$ cat src/hdl/bols_pkg.sv
// Shared constants, codes and types of the bounded ordered list store.
`timescale 1ns / 1ps

package bols_pkg;

	localparam int CAPACITY   = 16;
	localparam int DATA_WIDTH = 32;
	localparam int IDX_W      = $clog2(CAPACITY);
	localparam int CNT_W      = $clog2(CAPACITY + 1);
	localparam int POS_W      = 4;
	localparam int REQ_W      = 3;
	localparam int STAT_W     = 2;

	typedef enum logic [REQ_W-1:0] {
		REQ_PUSH_FRONT = 3'd0,
		REQ_PUSH_BACK  = 3'd1,
		REQ_POP_FRONT  = 3'd2,
		REQ_POP_BACK   = 3'd3,
		REQ_INSERT     = 3'd4,
		REQ_ERASE      = 3'd5,
		REQ_READ       = 3'd6
	} req_code_t;

	typedef enum logic [STAT_W-1:0] {
		ST_DONE    = 2'd0,
		ST_IGNORED = 2'd1,
		ST_FULL    = 2'd2
	} status_t;

	// Operation broadcast to every cell of the row.
	typedef enum logic [1:0] {
		OP_HOLD = 2'd0,
		OP_INS  = 2'd1,
		OP_DEL  = 2'd2
	} cell_op_t;

	typedef struct packed {
		cell_op_t              op;
		logic [CNT_W-1:0]      pos;
		logic [CNT_W-1:0]      cnt;
		logic [DATA_WIDTH-1:0] word;
	} cell_cmd_t;

endpackage

$ cat src/hdl/bols_cell.sv
// One storage cell of the list row: holds a word, loads it or takes a neighbor's word.
`timescale 1ns / 1ps

module bols_cell import bols_pkg::*; (
	input  logic                  clk,
	input  logic                  arst_n,
	input  logic [IDX_W-1:0]      idx,
	input  cell_cmd_t             cmd,
	input  logic [DATA_WIDTH-1:0] left_word,
	input  logic [DATA_WIDTH-1:0] right_word,
	output logic [DATA_WIDTH-1:0] word
);

	logic [DATA_WIDTH-1:0] word_q;
	logic [CNT_W-1:0]      idx_w;

	assign idx_w = CNT_W'(idx);
	assign word  = word_q;

	// Insert opens a gap at pos by moving cells pos..cnt-1 one place back;
	// delete closes the gap at pos by pulling cells pos+1..cnt forward.
	always_ff @(posedge clk or negedge arst_n) begin
		if (!arst_n) begin
			word_q <= '0;
		end else begin
			unique case (cmd.op)
				OP_INS: begin
					if (idx_w == cmd.pos) begin
						word_q <= cmd.word;
					end else if (idx_w > cmd.pos && idx_w <= cmd.cnt) begin
						word_q <= left_word;
					end
				end
				OP_DEL: begin
					if (idx_w >= cmd.pos && idx_w < cmd.cnt) begin
						word_q <= right_word;
					end
				end
				default: begin
				end
			endcase
		end
	end

endmodule

$ cat config.mk
export PLATFORM = sky130hd
export DESIGN_NAME = bols_cell
export DESIGN_NICKNAME = d
export VERILOG_FILES = /design/src/hdl/bols_pkg.sv /design/src/hdl/bols_cell.sv
export SDC_FILE = /design/constraint.sdc
export NUM_CORES = 1
export LEC_CHECK = 0
export BUFFER_PORTS_ARGS = -buffer_cell sky130_fd_sc_hd__buf_2
export CORE_AREA = 2 2 76 71
export CTS_CLUSTER_SIZE = 16
export DETAILED_ROUTE_END_ITERATION = 12
export DIE_AREA = 0 0 78 73
export PLACE_DENSITY = 0.95
export SLEW_MARGIN = 20
export SYNTH_ARGS = -nofsm -noshare
export SYNTH_HDL_FRONTEND = slang
export SYNTH_SLANG_ARGS = --single-unit
$ cat constraint.sdc
create_clock -name clk -period 1 [get_ports clk]
set_input_delay 0.1 -clock clk [delete_from_list [all_inputs] [get_ports clk]]
set_output_delay 0.1 -clock clk [all_outputs]
set_load 0.05 [all_outputs]
==> qor.txt, run 1 <==
====================================================================================
Number of pins exceeding their max-slew limit in the final report                  0
Violations in the final reports                                         negative setup slack
Total detailed-routing wirelength                                            6.77 mm
Share of final-layout standard cells stronger than drive strength 1            61.6%
Required time of the critical path                                           1.16 ns
Filler Cells Inserted                                                            354
Number of H-tree branching levels                                                  2
Total number of vias                                                            2186
Num ports                                                                        146
Signal arrival time at the worst endpoint                                    1.82 ns
Die area                                                                  5690 sq um
Routability Congestion                                                         0.814
Type of origin of the critical path                                     primary input
Number of clock sinks                                                             32
Number of enable flip-flop cells after synthesis                                   0
Share of total power in combinational logic                                    59.1%
Outcome                                                                 finished, violations left
Chip height                                                                    73 um
Total iterations of the first detailed-routing run                                 4
Final routed wire length divided by cell count                               15.4 um
Register bit count reported by yosys                                              32
Sequential cell area fraction in the yosys report                              36.4%
Std-Cell Rows                                                                     25
Maximum number of pins on one net before global-route repair                      37
Share of flip-flops with an asynchronous set or reset after synthesis           100%
RR Endpoint                                                             word[30]$_DFFE_PN0P_
Net switching power figure                                                   3.57 mW
PD cells                                                                2140 nW/um^2
Number of nets at the end of the flow                                            493
TritonCTS clock tree                                                           built
Count of input and output buffers                                                145
Effective utilization at floorplan                                             44.0%
Worst-case clock skew                                                           0 ns
Unrepaired setup endpoints after global routing                                  yes
Most used DFF post-synth                                                     dfrtp_1
Nets in the synthesized netlist                                                  330
Die width                                                                      78 um
Vias in the first global route                                                  2313
Number of library cell types mapped by synthesis                                  26
Total CTS buffers                                                                  5
Synthesis Warnings                                                                 0
FF-to-FF path depth                                                                1
Total instance count after detailed placement                                    420
Clock tree root buffer cell                                                 clkbuf_8
Worst R2R Start                                                         word[30]$_DFFE_PN0P_
Later-pin clock latency in the skew report                                   0.28 ns
Synthesized instance count                                                       208
Worst-margin pin slew                                                       0.388 ns
Setup slack after layout                                                   -0.659 ns
Ant diodes                                                                         0
Antenna Violating Nets Remaining                                                   0
Hold endpoint                                                           word[16]$_DFFE_PN0P_
Path type of the worst setup path                                          in -> reg
Count of endpoints failing hold in the final timing report                         0
Signed area change from the synthesized netlist to the final layout            66.5%
Period Utilization, post-route                                                  166%
Post-layout power                                                            7.85 mW
Max reg flops                                                                     32
Number of buffers between clock root and the deepest sink                          2
Setup TNS                                                                  -20.37 ns
VDD IR-drop max                                                              1.39 mV
Core area                                                                 5000 sq um
Slack of the worst reg-to-reg path                                           0.21 ns
Global-route wire length before repair                                       9.96 mm
Antenna violations before repair                                                   0
Average size of a mapped cell                                             10.6 sq um
Dpl hpwl                                                                     4.87 mm
Largest fanout of any net on the critical path                                    14
All-layer global routing usage                                                 22.6%
Cell internal power dissipation                                              4.28 mW
Nature of the critical path endpoint                                            flop
Fraction of power spent switching nets                                         45.5%
Clock period minus worst slack                                               1.66 ns
Maximum clock frequency                                                      603 MHz
Clock network fraction of total power                                          12.7%
Total standard cell area after synthesis                                  2200 sq um
Starting DRT DRC Count                                                            45
Number of max-cap violations                                                       0
HP Start                                                                right_word[16]
Path type of the worst min-delay path                                      in -> reg
Final setup vio count                                                             32
Lkg Pwr                                                                      1.82 nW
Via density                                                                     4.98
Worst-path clk slew                                                          0.06 ns
Relative contribution of sequential cells to total power                       28.3%
Hold Path Cell Cnt                                                                 3
Count of placed standard cells in the final layout, fillers left out             439
Post-route DRC violation count                                                     0
Remaining max-slew budget at the tightest pin                                  74.0%
Total gr overflow                                                                  0
====================================================================================
## how the worst max path moves through the flow
stage / slack [ns] / cells after the start / to / startpoint
after floorplan: -0.71 / 8 / word[0]$_DFFE_PN0P_ / idx[0]
after global placement: -0.95 / 9 / word[30]$_DFFE_PN0P_ / idx[0]
after detailed placement: -1.04 / 9 / word[30]$_DFFE_PN0P_ / idx[0]
after CTS: -0.64 / 9 / word[24]$_DFFE_PN0P_ / idx[1]
after global routing: -0.70 / 9 / word[2]$_DFFE_PN0P_ / idx[1]
final: -0.66 / 9 / word[2]$_DFFE_PN0P_ / idx[1]
## per-layer routing
layer	part of all wire [%]	wire length, um	GRT usage (%)	vias up
li1	-	-	-	1057
met1	38	2590	23.4	1010
met2	54	3630	43.2	102
met3	5.7	387	5.20	17
met4	2.5	167	10.9	0
met5	0	0	0	-
## layout by cell type (no fill, tap or decap), types with 5 or more instances in the layout
cell type  instances
buf_2            107
buf_4             37
dfrtp_1           32
o21ai_0           31
mux2i_1           31
nand2_1           31
mux2_4            30
buf_6             10
clkbuf_8           6
ha_4               5
clkbuf_4           5
buf_12             5
## final cells by class
type	count	area [sq um]	area share, %
multi-input combinational	154	1460	39.9
timing repair buffer	170	1180	32.3
sequential	32	801	21.8
clock buffer	8	90.1	2.46
tap	67	83.8	2.29
inverter	8	45.0	1.23
## metrics by stage
stage	hold slack (ns)	cell area [sq um]	setup WS, ns	utilization [%]
6_report	0.133	3670	-0.659	73.3
5_1_grt	0.129	3670	-0.695	73.3
4_1_cts	0.130	3500	-0.645	70.0
3_5_place_dp	0.0251	3200	-1.04	63.9
3_3_place_gp	0.0149	3200	-0.947	63.9
2_1_floorplan	-0.196	2300	-0.711	-
## critical path: stages
cell      delay, ns
buf_8          0.10
ha_4           0.28
nand3_4        0.08
nor3b_4        0.24
buf_6          0.15
and2b_2        0.17
o221ai_4       0.17
buf_12         0.22
mux2_4         0.30
## cells in the mapped netlist, types with 3 or more instances
library cell   n  area share (%)
o21ai_0       32             7.3
dfrtp_1       32              36
inv_1          8             1.4
mux2i_1       31              14
buf_6          3             1.5
nand2_1       31             5.3
buf_2          4            0.91
mux2_2         3             1.5
mux2_4        29              20
ha_1           8             4.5
clkbuf_1       7             1.2
## cell families (layout without fill, tap and decap cells)
group	count (synthesis)	after routing	share of synthesized area [%]
DFF	32	32	36.4
muxes	63	63	35.4
buffers and inverters	22	186	5.00
and+or+nand+nor	44	44	8.86
adders and majority gates	8	8	4.55
AOI/OAI and AO/OA	39	39	9.83
## power by group through the flow
| stage | clock network (mW) | logic (mW) | registers [mW] |
|---|---|---|---|
| after floorplan | 0 | 1.11 | 4.10 |
| after global placement | 0 | 4.03 | 2.17 |
| after detailed placement | 0 | 4.14 | 2.16 |
| after CTS | 1.02 | 4.44 | 2.19 |
| after global routing | 1.08 | 4.80 | 2.28 |
| final | 0.995 | 4.64 | 2.22 |
## what timing repair did
item | in CTS | in global routing
setup buffers | 2 | 4
pin swaps | 3 | 0
endpoints found under the setup margin | 56 | 44
resized for setup | 38 | 33
hold buffers | 1 | 0
gates cloned | 2 | 2
hold endpoints to repair | 13 | 0
Note: power is estimated with default switching activity, not from simulation.
==> run 2: changes to the inputs <==
Settings changed: SETUP_SLACK_MARGIN set to 0.05.
==> qor.txt, run 2 (synthesis results as in run 1) <==
==================================================================================
Relative contribution of sequential cells to total power                     26.5%
Critical path's slowest cell                                                nor4_4
Filler Cells Inserted                                                          314
Fraction of power spent switching nets                                       43.8%
Type of origin of the critical path                                   primary input
Num ports                                                                      146
Setup crit start                                                            idx[0]
Worst-path clk slew                                                        0.06 ns
Post-route core utilization                                                  78.4%
Critical Path, Cell by Cell                                           buf_8 > inv_12 > ha_4 > nand2b_4 > a2111oi_4 > nor4_4 > o221ai_4 > clkbuf_16 > mux2_4
Vias in the first global route                                                2421
Effective utilization at floorplan                                           44.0%
Maximum clock frequency                                                    594 MHz
Cell internal power dissipation                                            4.90 mW
Clock network fraction of total power                                        11.5%
Slack of the worst reg-to-reg path                                         0.08 ns
Storage cell area                                                        801 sq um
Worst setup slack before clock tree synthesis                             -1.04 ns
Total CTS buffers                                                                5
Routability Congestion                                                       0.814
All-layer global routing usage                                               24.1%
Outcome                                                               finished, violations left
Chip height                                                                  73 um
Share of total power in combinational logic                                  62.0%
Lkg Pwr                                                                    1.94 nW
Setup slack after layout                                                 -0.684 ns
Total iterations of the first detailed-routing run                               4
Antenna violations before repair                                                 0
Maximum number of pins on one net before global-route repair                    37
PD cells                                                              2220 nW/um^2
Dpl hpwl                                                                   4.87 mm
Antenna Violating Nets Remaining                                                 0
Most used cells in the layout excluding fill and tap cells            buf_2, buf_6, dfrtp_1
Leading cell type in the layout, fill and taps excluded                      buf_2
Worst R2R Start                                                       word[4]$_DFFE_PN0P_
Hold endpoint                                                         word[16]$_DFFE_PN0P_
Final routed wire length divided by cell count                             16.6 um
Area taken by multi-input logic gates                                   1480 sq um
Share of final-layout standard cells stronger than drive strength 1          63.5%
Number of pins exceeding their max-slew limit in the final report                0
Max reg flops                                                                   32
Number of clock sinks                                                           32
FF-to-FF path depth                                                              2
Post-route DRC violation count                                                   0
Net switching power figure                                                 3.82 mW
Buffers and inverters on the worst path                                          3
Core area                                                               5000 sq um
Total gr overflow                                                                0
Required time of the critical path                                         1.16 ns
VDD IR-drop max                                                            1.45 mV
HP Start                                                              right_word[16]
Number of nets at the end of the flow                                          507
Die width                                                                    78 um
RR Endpoint                                                           word[4]$_DFFE_PN0P_
Worst-margin pin slew                                                     0.397 ns
Number of buffers between clock root and the deepest sink                        2
Die area                                                                5690 sq um
Number of max-cap violations                                                     0
Starting DRT DRC Count                                                          72
Largest fanout of any net on the critical path                                   9
TritonCTS clock tree                                                         built
Number of H-tree branching levels                                                2
CP max stage delay                                                         0.37 ns
Period Utilization, post-route                                                168%
Violations in the final reports                                       negative setup slack
Signal arrival time at the worst endpoint                                  1.85 ns
Total stage count of the critical path                                           9
Nature of the critical path endpoint                                          flop
Clock tree root buffer cell                                               clkbuf_8
Post-layout power                                                          8.71 mW
Total number of vias                                                          2310
Clock period minus worst slack                                             1.68 ns
Worst-case clock skew                                                         0 ns
Count of endpoints failing hold in the final timing report                       0
Signed area change from the synthesized netlist to the final layout          78.2%
Final setup vio count                                                           32
Later-pin clock latency in the skew report                                 0.28 ns
Path type of the worst setup path                                        in -> reg
Count of input and output buffers                                              145
Remaining max-slew budget at the tightest pin                                73.3%
Global-route wire length before repair                                     10.6 mm
Hold Path Cell Cnt                                                               3
Unrepaired setup endpoints after global routing                                yes
Std-Cell Rows                                                                   25
Path type of the worst min-delay path                                    in -> reg
Kind of cell with the highest combined delay on the critical path     simple AND/OR/NAND/NOR gates
Via density                                                                   5.10
Ant diodes                                                                       0
Total detailed-routing wirelength                                          7.51 mm
==================================================================================
==> run 2: cell count changes in the layout (fill, tap and decap cells not counted), moves of 2 or more <==
cell      previous run  this run
buf_6               10        40
buf_2              107       105
buf_4               37        27
clkbuf_4             5         0
==> run 2: worst max-delay path by stage <==
stage	slack (ns)	endpoint
finish	-0.68	word[25]$_DFFE_PN0P_
global route	-0.73	word[25]$_DFFE_PN0P_
CTS	-0.64	word[24]$_DFFE_PN0P_
detailed placement	-1.04	word[30]$_DFFE_PN0P_
global placement	-0.95	word[30]$_DFFE_PN0P_
floorplan	-0.71	word[0]$_DFFE_PN0P_
==> run 2: repair_timing <==
action	CTS	global route
hold buffers	1	0
endpoints found under the setup margin	64	62
pin swaps	3	2
gates cloned	2	2
resized for setup	78	22
hold endpoints to repair	13	0
buffers inserted	8	12
==> run 2: per-stage QoR <==
stage / cells / hold WS [ns] / setup TNS [ns] / instance area, sq um
after floorplan: 208 / -0.196 / -22.30 / 2300
after global placement: 420 / 0.0149 / -30.01 / 3200
after detailed placement: 420 / 0.0251 / -32.82 / 3200
after CTS: 439 / 0.130 / -20.08 / 3690
after global routing: 453 / 0.131 / -22.41 / 3930
final: 453 / 0.143 / -20.94 / 3930
==> run 2: cell type report <==
class,instances,area share [%]
multi-input cells,154,37.6
well taps,67,2.14
clock buffers,8,2.30
repair buffers,184,36.4
inverters,8,1.15
flip-flops and latches,32,20.4
==> run 2: power by group through the flow <==
stage	Sequential (mW)	Combinational, mW	Clock (mW)
detailed placement	2.16	4.14	0
CTS	2.28	5.03	1.02
global placement	2.17	4.03	0
finish	2.31	5.40	1.00
global route	2.36	5.58	1.09
floorplan	4.10	1.11	0
==> run 2: routing by layer <==
metal | vias to the layer above | track usage (%) | share of wire (%)
li1 | 1087 | - | -
met1 | 1087 | 25.3 | 36
met2 | 111 | 45.7 | 55
met3 | 25 | 5.20 | 5.6
met4 | 0 | 12.1 | 3.5
met5 | - | 0 | 0
==> run 2: worst register-to-register path, delay by kind of cell (launching register included) <==
family	cells	cell delay, ns
flip-flops	1	0.42
buffers and inverters	1	0.15
multiplexers	1	0.24
